===== config.mk =====
export PLATFORM = sky130hd
export DESIGN_NAME = ewma_throughput_bitrate_selector_flat
export DESIGN_NICKNAME = d
export VERILOG_FILES = /design/src/rtl/ebs_pkg.sv /design/src/rtl/ebs_req_if.sv /design/src/rtl/ebs_rsp_if.sv /design/src/rtl/ebs_ram.sv /design/src/rtl/ebs_dp.sv /design/src/rtl/ebs_ctrl.sv /design/src/rtl/ewma_throughput_bitrate_selector.sv /design/src/flat_wrapper.sv
export SDC_FILE = /design/constraint.sdc
export NUM_CORES = 2
export LEC_CHECK = 0
export ABC_AREA = 1
export BUFFER_PORTS_ARGS = -buffer_cell sky130_fd_sc_hd__buf_2
export CORE_MARGIN = 4
export CORE_UTILIZATION = 58
export CTS_CLUSTER_DIAMETER = 150
export DETAILED_ROUTE_END_ITERATION = 12
export PLACE_DENSITY = 0.81
export SKIP_CTS_REPAIR_TIMING = 1
export SLEW_MARGIN = 20
export SYNTH_ARGS = -nofsm -noshare
export SYNTH_HDL_FRONTEND = slang
export SYNTH_SLANG_ARGS = --single-unit
export TNS_END_PERCENT = 10

===== constraint.sdc =====
create_clock -name clk -period 6.15 [get_ports clk]
set_input_delay 0.3075 -clock clk [delete_from_list [all_inputs] [get_ports clk]]
set_output_delay 0.3075 -clock clk [all_outputs]
set_load 0.005 [all_outputs]

===== src/rtl/ebs_pkg.sv =====
`default_nettype none

package ebs_pkg;

  localparam int DEF_MAX_RATES = 16;
  localparam int DEF_MAX_CONNS = 8;

  localparam int MODE_W  = 2;
  localparam int CONN_W  = 3;
  localparam int IDX_W   = 4;
  localparam int RATE_W  = 16;
  localparam int BYTES_W = 32;
  localparam int US_W    = 32;
  localparam int KBPS_W  = 32;
  localparam int ALPHA_W = 9;

  localparam int SCALE_W = 13;
  localparam int PROD_W  = BYTES_W + SCALE_W;
  localparam int EWMA_W  = KBPS_W + ALPHA_W;

  localparam int DIV_STEPS = 32;

  typedef logic [MODE_W-1:0]  mode_t;
  typedef logic [CONN_W-1:0]  conn_t;
  typedef logic [IDX_W-1:0]   idx_t;
  typedef logic [RATE_W-1:0]  rate_t;
  typedef logic [KBPS_W-1:0]  kbps_t;
  typedef logic [ALPHA_W-1:0] alpha_t;

  localparam mode_t MODE_OPEN    = 2'd0;
  localparam mode_t MODE_LOAD    = 2'd1;
  localparam mode_t MODE_SELECT  = 2'd2;
  localparam mode_t MODE_MEASURE = 2'd3;

  localparam kbps_t  INIT_ESTIMATE = 32'd10;
  localparam kbps_t  SAT_KBPS      = 32'hFFFF_FFFF;
  localparam alpha_t ALPHA_ONE     = 9'd256;
  localparam alpha_t ALPHA_RESET   = 9'd128;
  localparam logic [SCALE_W-1:0] KBPS_SCALE = 13'd8000;

  typedef struct packed {
    logic cap;
    logic est_ld;
    logic tbl_wr;
    logic t0_ld;
    logic scan_cmp;
    logic mul;
    logic div_init;
    logic div_step;
    logic ewma_mul;
    logic ewma_add;
    logic est_wb;
    logic out_ld;
  } dp_cmd_t;

  typedef struct packed {
    mode_t mode;
    logic  last_entry;
    logic  scan_done;
    logic  div_sat;
  } dp_sts_t;

endpackage

`default_nettype wire


===== src/rtl/ebs_req_if.sv =====
`default_nettype none

interface ebs_req_if import ebs_pkg::*; ();
  logic                 valid;
  logic                 ready;
  mode_t                mode;
  conn_t                conn;
  idx_t                 entry_index;
  rate_t                rate_kbps;
  logic                 last_entry;
  logic [BYTES_W-1:0]   chunk_bytes;
  logic [US_W-1:0]      elapsed_us;

  modport source (
    output valid, mode, conn, entry_index, rate_kbps, last_entry, chunk_bytes, elapsed_us,
    input  ready
  );

  modport sink (
    input  valid, mode, conn, entry_index, rate_kbps, last_entry, chunk_bytes, elapsed_us,
    output ready
  );
endinterface

`default_nettype wire


===== src/rtl/ebs_rsp_if.sv =====
`default_nettype none

interface ebs_rsp_if import ebs_pkg::*; ();
  logic  valid;
  logic  ready;
  rate_t chosen_rate;
  kbps_t throughput_kbps;
  kbps_t estimate_kbps;

  modport source (
    output valid, chosen_rate, throughput_kbps, estimate_kbps,
    input  ready
  );

  modport sink (
    input  valid, chosen_rate, throughput_kbps, estimate_kbps,
    output ready
  );
endinterface

`default_nettype wire


===== src/rtl/ebs_ram.sv =====
`default_nettype none

module ebs_ram #(
  parameter int WIDTH = 16,
  parameter int DEPTH = 16,
  localparam int AW   = (DEPTH > 1) ? $clog2(DEPTH) : 1
) (
  input  wire logic             clk,
  input  wire logic             wr_en,
  input  wire logic [AW-1:0]    wr_addr,
  input  wire logic [WIDTH-1:0] wr_data,
  input  wire logic [AW-1:0]    rd_addr,
  output logic      [WIDTH-1:0] rd_data
);

  logic [WIDTH-1:0] mem [DEPTH];

  always_ff @(posedge clk) begin
    if (wr_en) begin
      mem[wr_addr] <= wr_data;
    end
    rd_data <= mem[rd_addr];
  end

endmodule

`default_nettype wire


===== src/rtl/ebs_dp.sv =====
`default_nettype none

module ebs_dp import ebs_pkg::*; #(
  parameter int MAX_RATES = DEF_MAX_RATES,
  parameter int MAX_CONNS = DEF_MAX_CONNS,
  localparam int CNT_W    = ($clog2(MAX_RATES + 1) > 6) ? $clog2(MAX_RATES + 1) : 6
) (
  input  wire logic               clk,
  input  wire logic               rst_n,
  input  wire logic               cfg_wr_en,
  input  wire alpha_t             cfg_wr_data,
  input  wire mode_t              in_mode,
  input  wire conn_t              in_conn,
  input  wire idx_t               in_entry_index,
  input  wire rate_t              in_rate_kbps,
  input  wire logic               in_last_entry,
  input  wire logic [BYTES_W-1:0] in_chunk_bytes,
  input  wire logic [US_W-1:0]    in_elapsed_us,
  input  wire dp_cmd_t            cmd,
  input  wire logic [CNT_W-1:0]   cnt,
  output dp_sts_t                 sts,
  output rate_t                   out_chosen_rate,
  output kbps_t                   out_throughput_kbps,
  output kbps_t                   out_estimate_kbps
);

  localparam int RATE_AW = (MAX_RATES > 1) ? $clog2(MAX_RATES) : 1;
  localparam int CONN_AW = (MAX_CONNS > 1) ? $clog2(MAX_CONNS) : 1;
  localparam int RC_W    = $clog2(MAX_RATES + 1);

  alpha_t              alpha_r;
  mode_t               mode_r;
  logic [6:0]          conn_ext_r;
  logic [6:0]          idx_ext_r;
  logic                conn_ok_r;
  logic                idx_ok_r;
  rate_t               rate_r;
  logic                last_r;
  logic [BYTES_W-1:0]  bytes_r;
  logic [US_W-1:0]     us_r;

  kbps_t               est_r;
  kbps_t               tput_r;
  rate_t               chosen_r;
  rate_t               prev_r;
  logic [RC_W-1:0]     rc_r;
  logic [MAX_RATES-1:0] tbl_vld_r;
  logic [MAX_CONNS-1:0] est_vld_r;
  logic                tbl_rvld_r;
  logic                est_rvld_r;
  logic [PROD_W-1:0]   prod_r;
  logic [US_W-1:0]     rem_r;
  logic [BYTES_W-1:0]  dl_r;
  logic [EWMA_W-1:0]   p1_r;
  logic [EWMA_W-1:0]   p2_r;

  logic [CONN_AW-1:0]  conn_a;
  logic [RATE_AW-1:0]  idx_a;
  logic [RATE_AW-1:0]  scan_a;
  rate_t               tbl_q;
  kbps_t               est_q;
  rate_t               entry;
  kbps_t               est_rd;
  logic [RATE_W+1:0]   entry_x3;
  logic                exceed;
  logic                n_zero;
  logic                at_end;
  logic [CNT_W-1:0]    cnt_p1;
  logic [IDX_W:0]      idx_p1;
  logic [US_W:0]       div_t;
  logic                div_ge;
  alpha_t              alpha_lim;
  logic [EWMA_W-1:0]   ewma_sum;

  assign conn_a   = conn_ext_r[CONN_AW-1:0];
  assign idx_a    = idx_ext_r[RATE_AW-1:0];
  assign scan_a   = cnt[RATE_AW-1:0];
  assign entry    = tbl_rvld_r ? tbl_q : '0;
  assign est_rd   = est_rvld_r ? est_q : INIT_ESTIMATE;
  assign entry_x3 = {1'b0, entry, 1'b0} + {2'b00, entry};
  assign exceed   = (33'(entry_x3) > {est_r, 1'b0});
  assign n_zero   = (rc_r == '0);
  assign cnt_p1   = cnt + CNT_W'(1);
  assign at_end   = (cnt_p1 == CNT_W'(rc_r));
  assign idx_p1   = {1'b0, idx_ext_r[IDX_W-1:0]} + (IDX_W+1)'(1);
  assign div_t    = {rem_r, dl_r[BYTES_W-1]};
  assign div_ge   = (div_t >= {1'b0, us_r});
  assign alpha_lim = (alpha_r > ALPHA_ONE) ? ALPHA_ONE : alpha_r;
  assign ewma_sum = p1_r + p2_r;

  assign sts.mode       = mode_r;
  assign sts.last_entry = last_r;
  assign sts.scan_done  = n_zero || exceed || at_end;
  assign sts.div_sat    = ({19'b0, prod_r[PROD_W-1:KBPS_W]} >= us_r);

  ebs_ram #(.WIDTH(RATE_W), .DEPTH(MAX_RATES)) u_tbl_ram (
    .clk     (clk),
    .wr_en   (cmd.tbl_wr && idx_ok_r),
    .wr_addr (idx_a),
    .wr_data (rate_r),
    .rd_addr (scan_a),
    .rd_data (tbl_q)
  );

  ebs_ram #(.WIDTH(KBPS_W), .DEPTH(MAX_CONNS)) u_est_ram (
    .clk     (clk),
    .wr_en   (cmd.est_wb && conn_ok_r),
    .wr_addr (conn_a),
    .wr_data (est_r),
    .rd_addr (conn_a),
    .rd_data (est_q)
  );

  always_ff @(posedge clk) begin
    if (!rst_n) begin
      alpha_r   <= ALPHA_RESET;
      rc_r      <= '0;
      tbl_vld_r <= '0;
      est_vld_r <= '0;
    end else begin
      if (cfg_wr_en) begin
        alpha_r <= cfg_wr_data;
      end
      if (cmd.tbl_wr) begin
        if (idx_ok_r) begin
          tbl_vld_r[idx_a] <= 1'b1;
        end
        if (last_r) begin
          if (32'(idx_p1) > 32'(MAX_RATES)) begin
            rc_r <= RC_W'(MAX_RATES);
          end else begin
            rc_r <= RC_W'(idx_p1);
          end
        end
      end
      if (cmd.est_wb && conn_ok_r) begin
        est_vld_r[conn_a] <= 1'b1;
      end
    end
  end

  always_ff @(posedge clk) begin
    tbl_rvld_r <= tbl_vld_r[scan_a];
    est_rvld_r <= est_vld_r[conn_a];

    if (cmd.cap) begin
      mode_r     <= in_mode;
      conn_ext_r <= 7'(in_conn);
      idx_ext_r  <= 7'(in_entry_index);
      conn_ok_r  <= (32'(in_conn) < 32'(MAX_CONNS));
      idx_ok_r   <= (32'(in_entry_index) < 32'(MAX_RATES));
      rate_r     <= in_rate_kbps;
      last_r     <= in_last_entry;
      bytes_r    <= in_chunk_bytes;
      us_r       <= in_elapsed_us;
    end

    if (cmd.est_ld) begin
      chosen_r <= '0;
      tput_r   <= '0;
      if (mode_r == MODE_OPEN) begin
        est_r <= INIT_ESTIMATE;
      end else begin
        est_r <= conn_ok_r ? est_rd : '0;
      end
    end

    if (cmd.t0_ld) begin
      est_r <= KBPS_W'(entry);
    end

    if (cmd.scan_cmp) begin
      prev_r   <= entry;
      chosen_r <= (n_zero || !exceed || (cnt == '0)) ? entry : prev_r;
    end

    if (cmd.mul) begin
      prod_r <= PROD_W'(bytes_r) * PROD_W'(KBPS_SCALE);
    end

    if (cmd.div_init) begin
      rem_r  <= US_W'(prod_r[PROD_W-1:KBPS_W]);
      dl_r   <= prod_r[KBPS_W-1:0];
      tput_r <= sts.div_sat ? SAT_KBPS : '0;
    end

    if (cmd.div_step) begin
      rem_r  <= div_ge ? US_W'(div_t - {1'b0, us_r}) : div_t[US_W-1:0];
      dl_r   <= {dl_r[BYTES_W-2:0], 1'b0};
      tput_r <= {tput_r[KBPS_W-2:0], div_ge};
    end

    if (cmd.ewma_mul) begin
      p1_r <= EWMA_W'(tput_r) * EWMA_W'(alpha_lim);
      p2_r <= EWMA_W'(est_r) * EWMA_W'(ALPHA_ONE - alpha_lim);
    end

    if (cmd.ewma_add) begin
      est_r <= ewma_sum[KBPS_W+7:8];
    end

    if (cmd.out_ld) begin
      out_chosen_rate     <= chosen_r;
      out_throughput_kbps <= tput_r;
      out_estimate_kbps   <= conn_ok_r ? est_r : '0;
    end
  end

endmodule

`default_nettype wire


===== src/rtl/ebs_ctrl.sv =====
`default_nettype none

module ebs_ctrl import ebs_pkg::*; #(
  parameter int MAX_RATES = DEF_MAX_RATES,
  localparam int CNT_W    = ($clog2(MAX_RATES + 1) > 6) ? $clog2(MAX_RATES + 1) : 6
) (
  input  wire logic             clk,
  input  wire logic             rst_n,
  input  wire logic             in_valid,
  output logic                  in_ready,
  output logic                  out_valid,
  input  wire logic             out_ready,
  input  wire dp_sts_t          sts,
  output dp_cmd_t               cmd,
  output logic      [CNT_W-1:0] cnt
);

  localparam logic [3:0] S_IDLE     = 4'd0;
  localparam logic [3:0] S_EST_RD   = 4'd1;
  localparam logic [3:0] S_EST_LD   = 4'd2;
  localparam logic [3:0] S_TBL_WR   = 4'd3;
  localparam logic [3:0] S_T0_RD    = 4'd4;
  localparam logic [3:0] S_T0_LD    = 4'd5;
  localparam logic [3:0] S_SC_RD    = 4'd6;
  localparam logic [3:0] S_SC_CMP   = 4'd7;
  localparam logic [3:0] S_MUL      = 4'd8;
  localparam logic [3:0] S_DIV_INIT = 4'd9;
  localparam logic [3:0] S_DIV      = 4'd10;
  localparam logic [3:0] S_EW_MUL   = 4'd11;
  localparam logic [3:0] S_EW_ADD   = 4'd12;
  localparam logic [3:0] S_WB       = 4'd13;
  localparam logic [3:0] S_FIN      = 4'd14;

  logic [3:0]       state_r, state_nxt;
  logic [CNT_W-1:0] cnt_r, cnt_nxt;
  logic             out_vld_r, out_vld_nxt;

  assign in_ready  = (state_r == S_IDLE);
  assign out_valid = out_vld_r;
  assign cnt       = cnt_r;

  always_comb begin
    state_nxt   = state_r;
    cnt_nxt     = cnt_r;
    out_vld_nxt = out_vld_r && !out_ready;
    cmd         = '0;
    unique case (state_r)
      S_IDLE: begin
        if (in_valid) begin
          cmd.cap   = 1'b1;
          state_nxt = S_EST_RD;
        end
      end
      S_EST_RD: begin
        state_nxt = S_EST_LD;
      end
      S_EST_LD: begin
        cmd.est_ld = 1'b1;
        cnt_nxt    = '0;
        unique case (sts.mode)
          MODE_OPEN:    state_nxt = S_WB;
          MODE_LOAD:    state_nxt = S_TBL_WR;
          MODE_SELECT:  state_nxt = S_SC_RD;
          MODE_MEASURE: state_nxt = S_MUL;
          default:      state_nxt = S_WB;
        endcase
      end
      S_TBL_WR: begin
        cmd.tbl_wr = 1'b1;
        state_nxt  = sts.last_entry ? S_T0_RD : S_WB;
      end
      S_T0_RD: begin
        state_nxt = S_T0_LD;
      end
      S_T0_LD: begin
        cmd.t0_ld = 1'b1;
        state_nxt = S_WB;
      end
      S_SC_RD: begin
        state_nxt = S_SC_CMP;
      end
      S_SC_CMP: begin
        cmd.scan_cmp = 1'b1;
        if (sts.scan_done) begin
          state_nxt = S_WB;
        end else begin
          cnt_nxt   = cnt_r + CNT_W'(1);
          state_nxt = S_SC_RD;
        end
      end
      S_MUL: begin
        cmd.mul   = 1'b1;
        state_nxt = S_DIV_INIT;
      end
      S_DIV_INIT: begin
        cmd.div_init = 1'b1;
        cnt_nxt      = '0;
        state_nxt    = sts.div_sat ? S_EW_MUL : S_DIV;
      end
      S_DIV: begin
        cmd.div_step = 1'b1;
        cnt_nxt      = cnt_r + CNT_W'(1);
        if (cnt_r == CNT_W'(DIV_STEPS - 1)) begin
          state_nxt = S_EW_MUL;
        end
      end
      S_EW_MUL: begin
        cmd.ewma_mul = 1'b1;
        state_nxt    = S_EW_ADD;
      end
      S_EW_ADD: begin
        cmd.ewma_add = 1'b1;
        state_nxt    = S_WB;
      end
      S_WB: begin
        cmd.est_wb = 1'b1;
        state_nxt  = S_FIN;
      end
      S_FIN: begin
        if (!out_vld_r || out_ready) begin
          cmd.out_ld  = 1'b1;
          out_vld_nxt = 1'b1;
          state_nxt   = S_IDLE;
        end
      end
      default: begin
        state_nxt = S_IDLE;
      end
    endcase
  end

  always_ff @(posedge clk) begin
    if (!rst_n) begin
      state_r   <= S_IDLE;
      cnt_r     <= '0;
      out_vld_r <= 1'b0;
    end else begin
      state_r   <= state_nxt;
      cnt_r     <= cnt_nxt;
      out_vld_r <= out_vld_nxt;
    end
  end

endmodule

`default_nettype wire


===== src/rtl/ewma_throughput_bitrate_selector.sv =====
`default_nettype none

// Throughput-based adaptive bitrate selector. Each transfer on in_if carries one
// operation chosen by mode: open (reset a connection's estimate to 10 kbps), load
// (write one entry of the ascending rate table; the last entry sets the table size
// and seeds that connection's estimate with entry 0), select (largest rate not above
// estimate/1.5, else entry 0) and measure (bytes*8000/elapsed_us kbps, saturated,
// folded into the estimate with weight alpha_q8/256 written on cfg_wr_en/cfg_wr_data).
// Every operation returns exactly one transfer on out_if. Items are handled one at a
// time: select examines table entries in index order until one lies above the margin
// or the table ends, and measure forms the quotient with the 32-step restoring divider;
// a measure whose quotient saturates skips the divider. The result register frees the
// input side, so the next item is taken while a result still waits; that item then
// holds in its final state until the waiting result is accepted. No clearing pass
// runs after reset;
// write alpha only while the block is idle.
module ewma_throughput_bitrate_selector import ebs_pkg::*; #(
  parameter int MAX_RATES = DEF_MAX_RATES,
  parameter int MAX_CONNS = DEF_MAX_CONNS
) (
  input  wire logic   clk,
  input  wire logic   rst_n,
  input  wire logic   cfg_wr_en,
  input  wire alpha_t cfg_wr_data,
  ebs_req_if.sink     in_if,
  ebs_rsp_if.source   out_if
);

  localparam int CNT_W = ($clog2(MAX_RATES + 1) > 6) ? $clog2(MAX_RATES + 1) : 6;

  dp_cmd_t          cmd;
  dp_sts_t          sts;
  logic [CNT_W-1:0] cnt;

  ebs_ctrl #(.MAX_RATES(MAX_RATES)) u_ctrl (
    .clk       (clk),
    .rst_n     (rst_n),
    .in_valid  (in_if.valid),
    .in_ready  (in_if.ready),
    .out_valid (out_if.valid),
    .out_ready (out_if.ready),
    .sts       (sts),
    .cmd       (cmd),
    .cnt       (cnt)
  );

  ebs_dp #(.MAX_RATES(MAX_RATES), .MAX_CONNS(MAX_CONNS)) u_dp (
    .clk                 (clk),
    .rst_n               (rst_n),
    .cfg_wr_en           (cfg_wr_en),
    .cfg_wr_data         (cfg_wr_data),
    .in_mode             (in_if.mode),
    .in_conn             (in_if.conn),
    .in_entry_index      (in_if.entry_index),
    .in_rate_kbps        (in_if.rate_kbps),
    .in_last_entry       (in_if.last_entry),
    .in_chunk_bytes      (in_if.chunk_bytes),
    .in_elapsed_us       (in_if.elapsed_us),
    .cmd                 (cmd),
    .cnt                 (cnt),
    .sts                 (sts),
    .out_chosen_rate     (out_if.chosen_rate),
    .out_throughput_kbps (out_if.throughput_kbps),
    .out_estimate_kbps   (out_if.estimate_kbps)
  );

endmodule

`default_nettype wire


===== src/flat_wrapper.sv =====
// flat-port wrapper written by rule: the top's interface ports become plain ports
module ewma_throughput_bitrate_selector_flat import ebs_pkg::*;
#(
  parameter int MAX_RATES = DEF_MAX_RATES,
  parameter int MAX_CONNS = DEF_MAX_CONNS
)
  (clk, rst_n, cfg_wr_en, cfg_wr_data, in_if_valid, in_if_mode, in_if_conn, in_if_entry_index, in_if_rate_kbps, in_if_last_entry, in_if_chunk_bytes, in_if_elapsed_us, in_if_ready, out_if_valid, out_if_chosen_rate, out_if_throughput_kbps, out_if_estimate_kbps, out_if_ready);
  ebs_req_if in_if_i ();
  ebs_rsp_if out_if_i ();
  input  wire logic clk;
  input  wire logic rst_n;
  input  wire logic cfg_wr_en;
  input  wire alpha_t cfg_wr_data;
  input wire logic [$bits(in_if_i.valid)-1:0] in_if_valid;
  input wire logic [$bits(in_if_i.mode)-1:0] in_if_mode;
  input wire logic [$bits(in_if_i.conn)-1:0] in_if_conn;
  input wire logic [$bits(in_if_i.entry_index)-1:0] in_if_entry_index;
  input wire logic [$bits(in_if_i.rate_kbps)-1:0] in_if_rate_kbps;
  input wire logic [$bits(in_if_i.last_entry)-1:0] in_if_last_entry;
  input wire logic [$bits(in_if_i.chunk_bytes)-1:0] in_if_chunk_bytes;
  input wire logic [$bits(in_if_i.elapsed_us)-1:0] in_if_elapsed_us;
  output wire logic [$bits(in_if_i.ready)-1:0] in_if_ready;
  output wire logic [$bits(out_if_i.valid)-1:0] out_if_valid;
  output wire logic [$bits(out_if_i.chosen_rate)-1:0] out_if_chosen_rate;
  output wire logic [$bits(out_if_i.throughput_kbps)-1:0] out_if_throughput_kbps;
  output wire logic [$bits(out_if_i.estimate_kbps)-1:0] out_if_estimate_kbps;
  input wire logic [$bits(out_if_i.ready)-1:0] out_if_ready;
  assign in_if_i.valid = in_if_valid;
  assign in_if_i.mode = in_if_mode;
  assign in_if_i.conn = in_if_conn;
  assign in_if_i.entry_index = in_if_entry_index;
  assign in_if_i.rate_kbps = in_if_rate_kbps;
  assign in_if_i.last_entry = in_if_last_entry;
  assign in_if_i.chunk_bytes = in_if_chunk_bytes;
  assign in_if_i.elapsed_us = in_if_elapsed_us;
  assign in_if_ready = in_if_i.ready;
  assign out_if_valid = out_if_i.valid;
  assign out_if_chosen_rate = out_if_i.chosen_rate;
  assign out_if_throughput_kbps = out_if_i.throughput_kbps;
  assign out_if_estimate_kbps = out_if_i.estimate_kbps;
  assign out_if_i.ready = out_if_ready;
  ewma_throughput_bitrate_selector #(.MAX_RATES(MAX_RATES), .MAX_CONNS(MAX_CONNS)) u_core (.clk(clk), .rst_n(rst_n), .cfg_wr_en(cfg_wr_en), .cfg_wr_data(cfg_wr_data), .in_if(in_if_i), .out_if(out_if_i));
endmodule

Word level (Yosys, flattened, before mapping) --
Memories as Yosys holds them, arrays and structs flattened. A register that Yosys moved wholly into a read port is not among the register bits. Index checks and enable logic that the tools add are counted.
Word-level totals: register bits 494, latch bits 0, input bits 104, memories 2, output and inout port bits 82, memory bits (read-only) 0, bits in writable memories 512
Operators by class: mux-type cells 58, add/subtract/negate cells 6, shifts and indexed selects 0, bitwise gates (word level) 2, reductions and logical operators 25, order comparisons 10, multiply operators 3, div/mod/pow operators 0, eq/ne operators 23
Memory list:
- u_core.u_dp.u_est_ram.mem | depth 8, width 32, rd ports 1, clocked after memory_dff 1, wr ports 1, RTL line ebs_ram.sv:16 | logic [WIDTH-1:0] mem [DEPTH];
- u_core.u_dp.u_tbl_ram.mem | depth 16, width 16, rd ports 1, clocked after memory_dff 1, wr ports 1, RTL line ebs_ram.sv:16
Operator list (count):
- $mux 32 | 14
- $mux 16 | 4
- $pmux 4 s14 | 1
- $add 40x40->40 | 1
- $mul 32x9->40 | 1
- $mul 33x10->40 | 1
- $mul 32x7->39 const B | 1
- $ge 33x32->1 | 1
- $gt 18x33->1 | 1
- $ge 13x32->1 | 1
- $sub 32x32->32 | 1
- $eq 4x4->1 const B | 7
- $mux 1 | 25
- $mux 4 | 5
- $add 17x16->18 | 1
- $pmux 6 s3 | 1
- $eq 4x3->1 const B | 4
- $or 16x16->16 | 1
- $pmux 4 s4 | 1
- $lt 4x5->1 const B | 2
- $sub 9x9->10 const A | 1
- $gt 9x9->1 const B | 1
- $mux 9 | 1
- $reduce_bool 3->1 | 3
- other kinds (31) | 47

Depth between registers and ports, before layout --
depth in word-level cells 8, gate-level depth with buffers 37, gate-level depth less buffers 34

By module --
A second synthesis with hierarchy kept.
Second synthesis, totals: cells, all modules 8039, area total of the unflattened synthesis 72812.3 µm²
By module, submodules not included:
- ebs_dp | cells an instance 5657, area an instance 48635.4 µm², times used 1
- ebs_ram at u_core.u_dp.u_est_ram | cells an instance 1156, area an instance 11872.6 µm², times used 1
- ebs_ram at u_core.u_dp.u_tbl_ram | cells an instance 1075, area an instance 11385.9 µm², times used 1
- ebs_ctrl | cells an instance 151, area an instance 918.4 µm², times used 1

Worst setup path before layout --
No wires, ideal clock.
kind reg2reg, start point register u_core.u_dp.alpha_r[1], end point register u_core.u_dp.p2_r[36] (data pin), path slack -0.380 ns, setup time 0.259 ns, cell stages (with the launch flop) 31, path buffers 3, arrival time 6.271 ns, cell sequence dfxtp_1 > nor4_1 > a21oi_1 > nor2_1 > buf_2 > inv_1 > clkbuf_1 > ha_1 > or2_2 > nand2_1 > inv_1 > clkbuf_1 > nand2_1 > fa_1 > fa_1 > inv_1 > fa_1 > fa_1 > inv_1 > fa_1 > inv_1 > ha_1 > a21oi_1 > o21ai_0 > a21oi_1 > inv_1 > a21oi_1 > o21ai_0 > nand3_1 > nand2_1 > xor2_1
Between the ends: cells in the longest elaborated chain, start to end 4
Ends and longest elaborated chain:
- start: declaration | RTL line ebs_dp.sv:31 | alpha_t alpha_r;
- start signal: assignment | RTL line ebs_dp.sv:122 | alpha_r <= cfg_wr_data;
- $gt 9x9->1 | RTL line ebs_dp.sv:88 | assign alpha_lim = (alpha_r > ALPHA_ONE) ? ALPHA_ONE : alpha_r;
- $mux 9 (*) | RTL line ebs_dp.sv:88
- $sub 9x9->10 (*) | RTL line ebs_dp.sv:195 | p2_r <= EWMA_W'(est_r) * EWMA_W'(ALPHA_ONE - alpha_lim);
- $mul 33x10->40 (*) | RTL line ebs_dp.sv:195
- end signal: assignment | RTL line ebs_dp.sv:195
- end: declaration | RTL line ebs_dp.sv:55 | logic [EWMA_W-1:0] p2_r;
Every way passes the cells marked *; elsewhere a longest branch is shown, timed or not. A chain may end at the register's enable or synchronous reset.

Final worst setup path --
start point register u_core.u_dp.alpha_r[1], end point register u_core.u_dp.p2_r[30] (data pin)
The elaborated chain is that of the path after synthesis.

==> flow_metrics.env <==
export IMPL_num_nets_final=8372
export IMPL_tightestPinTransition_ns=1.12
export IMPL_setup_ws_ns=-0.112
export IMPL_cts_sinks=1054
export IMPL_drv_slew=0
export IMPL_crit_family="adder cells"
export IMPL_path_max_fanout=20
export IMPL_clock_path_buffers=3
export IMPL_die_width_um=351
export IMPL_fill_cells=8349
export IMPL_async_reset_ff_share_pct=0
export IMPL_grt_pass1_vias=51900
export IMPL_synth_top_area_share_pct=42.0
export IMPL_place_congestion=0.970
export IMPL_cp_data_arrival_time_ns=6.72
export IMPL_ant_nets=0
export IMPL_cts_max_level=3
export IMPL_r2r_start="u_core.u_dp.alpha_r[1]$_SDFFE_PN0P_"
export IMPL_placeableCoreArea_sq_um=117000
export IMPL_yosysMostFrequentCell="nand2_1"
export IMPL_fmax_ghz=0.160
export IMPL_syn2layout_area_growth_pct=15.2
export IMPL_ys_seq_elements=1054
export IMPL_violations="negative setup slack"
export IMPL_clkLatencyLatePin_ns=0.75
export IMPL_synth_edf_count=955
export IMPL_io_buffers=185
export IMPL_grt_start_max_net_pins=104
export IMPL_yosys_warnings=0
export IMPL_synth_area_leaders="edfxtp_1 42%, fa_1 17%, nand2_1 6.8%"
export IMPL_grt_total_usage_pct=31.1
export IMPL_r2r_end="u_core.u_dp.p2_r[30]$_DFFE_PP_"
export IMPL_drt_iter0_drc=5941
export IMPL_slowest_stage="fa_1"
export IMPL_cts_buffers=106
export IMPL_hpwl_mm=140
export IMPL_rows=125
export IMPL_synthCells=6794
export IMPL_vias=51900
export IMPL_worst_clock_skew_ns=0.0476
export IMPL_max_slew_margin_pct=25.2
export IMPL_cts_root_buf="clkbuf_16"
export IMPL_min_to="u_core.u_dp.alpha_r[4]$_SDFFE_PN0P_"
export IMPL_grt_overflow=0
export IMPL_clk_pin_slew_ns=0.06
export IMPL_critPathBufInv=11
export IMPL_grt_first_pass_wirelength_mm=293
export IMPL_wl_per_cell_um=21.9
export IMPL_synth_cell_type_count=61
export IMPL_fin_crit_ns=6.26
export IMPL_drive_above_1_share_pct=11.7
export IMPL_ys_seq_area_share_pct=45.0
export IMPL_ff2ff_setup_slack_ns=-0.11
export IMPL_cp_common_cell="inv_1"
export IMPL_hold_viol=0
export IMPL_wl_mm=196
export IMPL_hold_class="input port to flip-flop"
export IMPL_drt_pass1_iter_count=6
export IMPL_critPathMaxStageDelay_ns=0.53
export IMPL_reg2reg_depth=31
export IMPL_critPathLaunchType="flip-flop"
export IMPL_synth_avg_cell_area_sq_um=10.0
export IMPL_via_per_inst=5.80
export IMPL_io_pins=186
export IMPL_finalSetupViolCount=11
export IMPL_synth_main_ff_cell="edfxtp_1"
export IMPL_crit_path_end_kind="flip-flop"
export IMPL_cts_tree="built"
export IMPL_fin_crit_sh_pct=102
export IMPL_outcome="complete, but fails checks"
export IMPL_antenna_found_initial=7
export IMPL_start_util_pct=58.5
export IMPL_yosysTopAreaCell="edfxtp_1"
export IMPL_dieArea_sq_um=123000
export IMPL_hold_start="cfg_wr_en"
export IMPL_whs_ns=0.00886
export IMPL_critical_path_class="flip-flop to flip-flop"
export IMPL_rsz0062_at_grt="yes"
export IMPL_cp_required_ns=6.61
export IMPL_synth_area_sq_um=68200
export IMPL_die_h_um=351
export IMPL_synth_common_cells="1,228 x nand2_1, 1,176 x inv_1, 955 x edfxtp_1"
export IMPL_maxCapViolCount=0
export IMPL_setup_tns_ns=-0.734
export IMPL_drc=0
export IMPL_hold_depth=3
## routing by layer
layer  routed length (um)  vias to the layer above  part of all wire (%)  track usage (%)
met5                   46                        -                 0.023                0
met3                20000                      477                    10             6.44
met1                75500                    25400                    38             41.7
met2                92300                     2782                    47             50.3
met4                 8330                        8                   4.2             11.6
li1                     -                    23300                     -                -
## worst reg2reg max path, delay by kind of cell, from the launching register on
family / cells / cell delay (ns)
compound gates: 4 / 0.65
xor+xnor: 1 / 0.11
fa+ha+maj: 6 / 2.80
buf+inv: 11 / 1.09
flops: 1 / 0.34
simple gates: 9 / 1.01
## layout make-up
| class | instances | area (sq um) | area share (%) |
|---|---|---|---|
| inverters | 1187 | 4470 | 5.69 |
| diodes | 4 | 10.0 | 0.0127 |
| flip-flops and latches | 1054 | 30700 | 39.0 |
| clock buffers | 141 | 2940 | 3.74 |
| well taps | 1524 | 1910 | 2.43 |
| clock inverters | 59 | 754 | 0.960 |
| multi-input cells | 4381 | 33200 | 42.3 |
| repair buffers | 604 | 4580 | 5.83 |
## sequential cells by signal (all words and copies together) (netlist names), 16 cells and up
| signal | count |
|---|---|
| u_core.u_dp.chosen_r | 16 |
| u_core.u_dp.tbl_vld_r | 16 |
| u_core.u_dp.rem_r | 32 |
| u_core.u_dp.u_tbl_ram.mem | 256 |
| u_core.u_dp.out_chosen_rate | 16 |
| u_core.u_dp.tput_r | 32 |
| u_core.u_dp.p2_r | 40 |
| u_core.u_dp.bytes_r | 32 |
| u_core.u_dp.u_est_ram.mem | 256 |
| u_core.u_dp.us_r | 32 |
| u_core.u_dp.out_estimate_kbps | 32 |
| u_core.u_dp.prev_r | 16 |
| u_core.u_dp.est_r | 32 |
| u_core.u_dp.p1_r | 40 |
| u_core.u_dp.out_throughput_kbps | 32 |
| u_core.u_dp.dl_r | 26 |
| u_core.u_dp.u_tbl_ram.rd_data | 16 |
| u_core.u_dp.u_est_ram.rd_data | 32 |
| u_core.u_dp.prod_r | 39 |
| u_core.u_dp.rate_r | 16 |
## how the worst max path moves through the flow
stage | slack (ns) | end | startpoint | depth (start not counted)
after floorplan | 0.03 | u_core.u_dp.p2_r[30]$_DFFE_PP_ | u_core.u_dp.alpha_r[6]$_SDFFE_PN0P_ | 27
after global placement | -0.32 | u_core.u_dp.p2_r[39]$_DFFE_PP_ | u_core.u_dp.alpha_r[0]$_SDFFE_PN0P_ | 30
after detailed placement | -0.35 | u_core.u_dp.p2_r[39]$_DFFE_PP_ | u_core.u_dp.alpha_r[6]$_SDFFE_PN0P_ | 30
after CTS | -0.42 | u_core.u_dp.p2_r[39]$_DFFE_PP_ | u_core.u_dp.alpha_r[0]$_SDFFE_PN0P_ | 30
after global routing | -0.46 | u_core.u_dp.p2_r[32]$_DFFE_PP_ | u_core.u_dp.alpha_r[1]$_SDFFE_PN0P_ | 31
final | -0.11 | u_core.u_dp.p2_r[30]$_DFFE_PP_ | u_core.u_dp.alpha_r[1]$_SDFFE_PN0P_ | 31
## cell families after synthesis
logic type                 after synthesis  synth area share (%)
adders and majority gates              934                  23.4
and+or+nand+nor                       2219                  13.0
xor gates and xnor gates               167                  2.14
buffers and inverters                 1388                  7.74
AOI/OAI and AO/OA                     1029                  8.73
DFF                                   1054                  45.0
other                                    2                0.0110
muxes                                    1                0.0147
## per-stage QoR
stage | instance area, sq um | cells | utilization, % | setup slack (ns)
after floorplan | 68600 | 6823 | - | 0.0318
after global placement | 73100 | 8628 | 62.7 | -0.321
after detailed placement | 73100 | 8629 | 62.8 | -0.346
after CTS | 76800 | 8829 | 65.9 | -0.418
after global routing | 78600 | 8950 | 67.4 | -0.458
final | 78600 | 8954 | 67.4 | -0.112
## cell usage in the layout (no fill, tap or decap), types with 140 or more instances in the layout
cell,n
nand2_1,1213
fa_1,560
inv_1,1162
buf_2,185
ha_1,348
edfxtp_1,955
a21oi_1,288
nand3_1,140
buf_4,290
nor2_1,658
o21ai_0,357
Power is left out: the tool's default activity adds up to more than one toggle a clock period on the data nets, which glitch-free logic cannot reach.
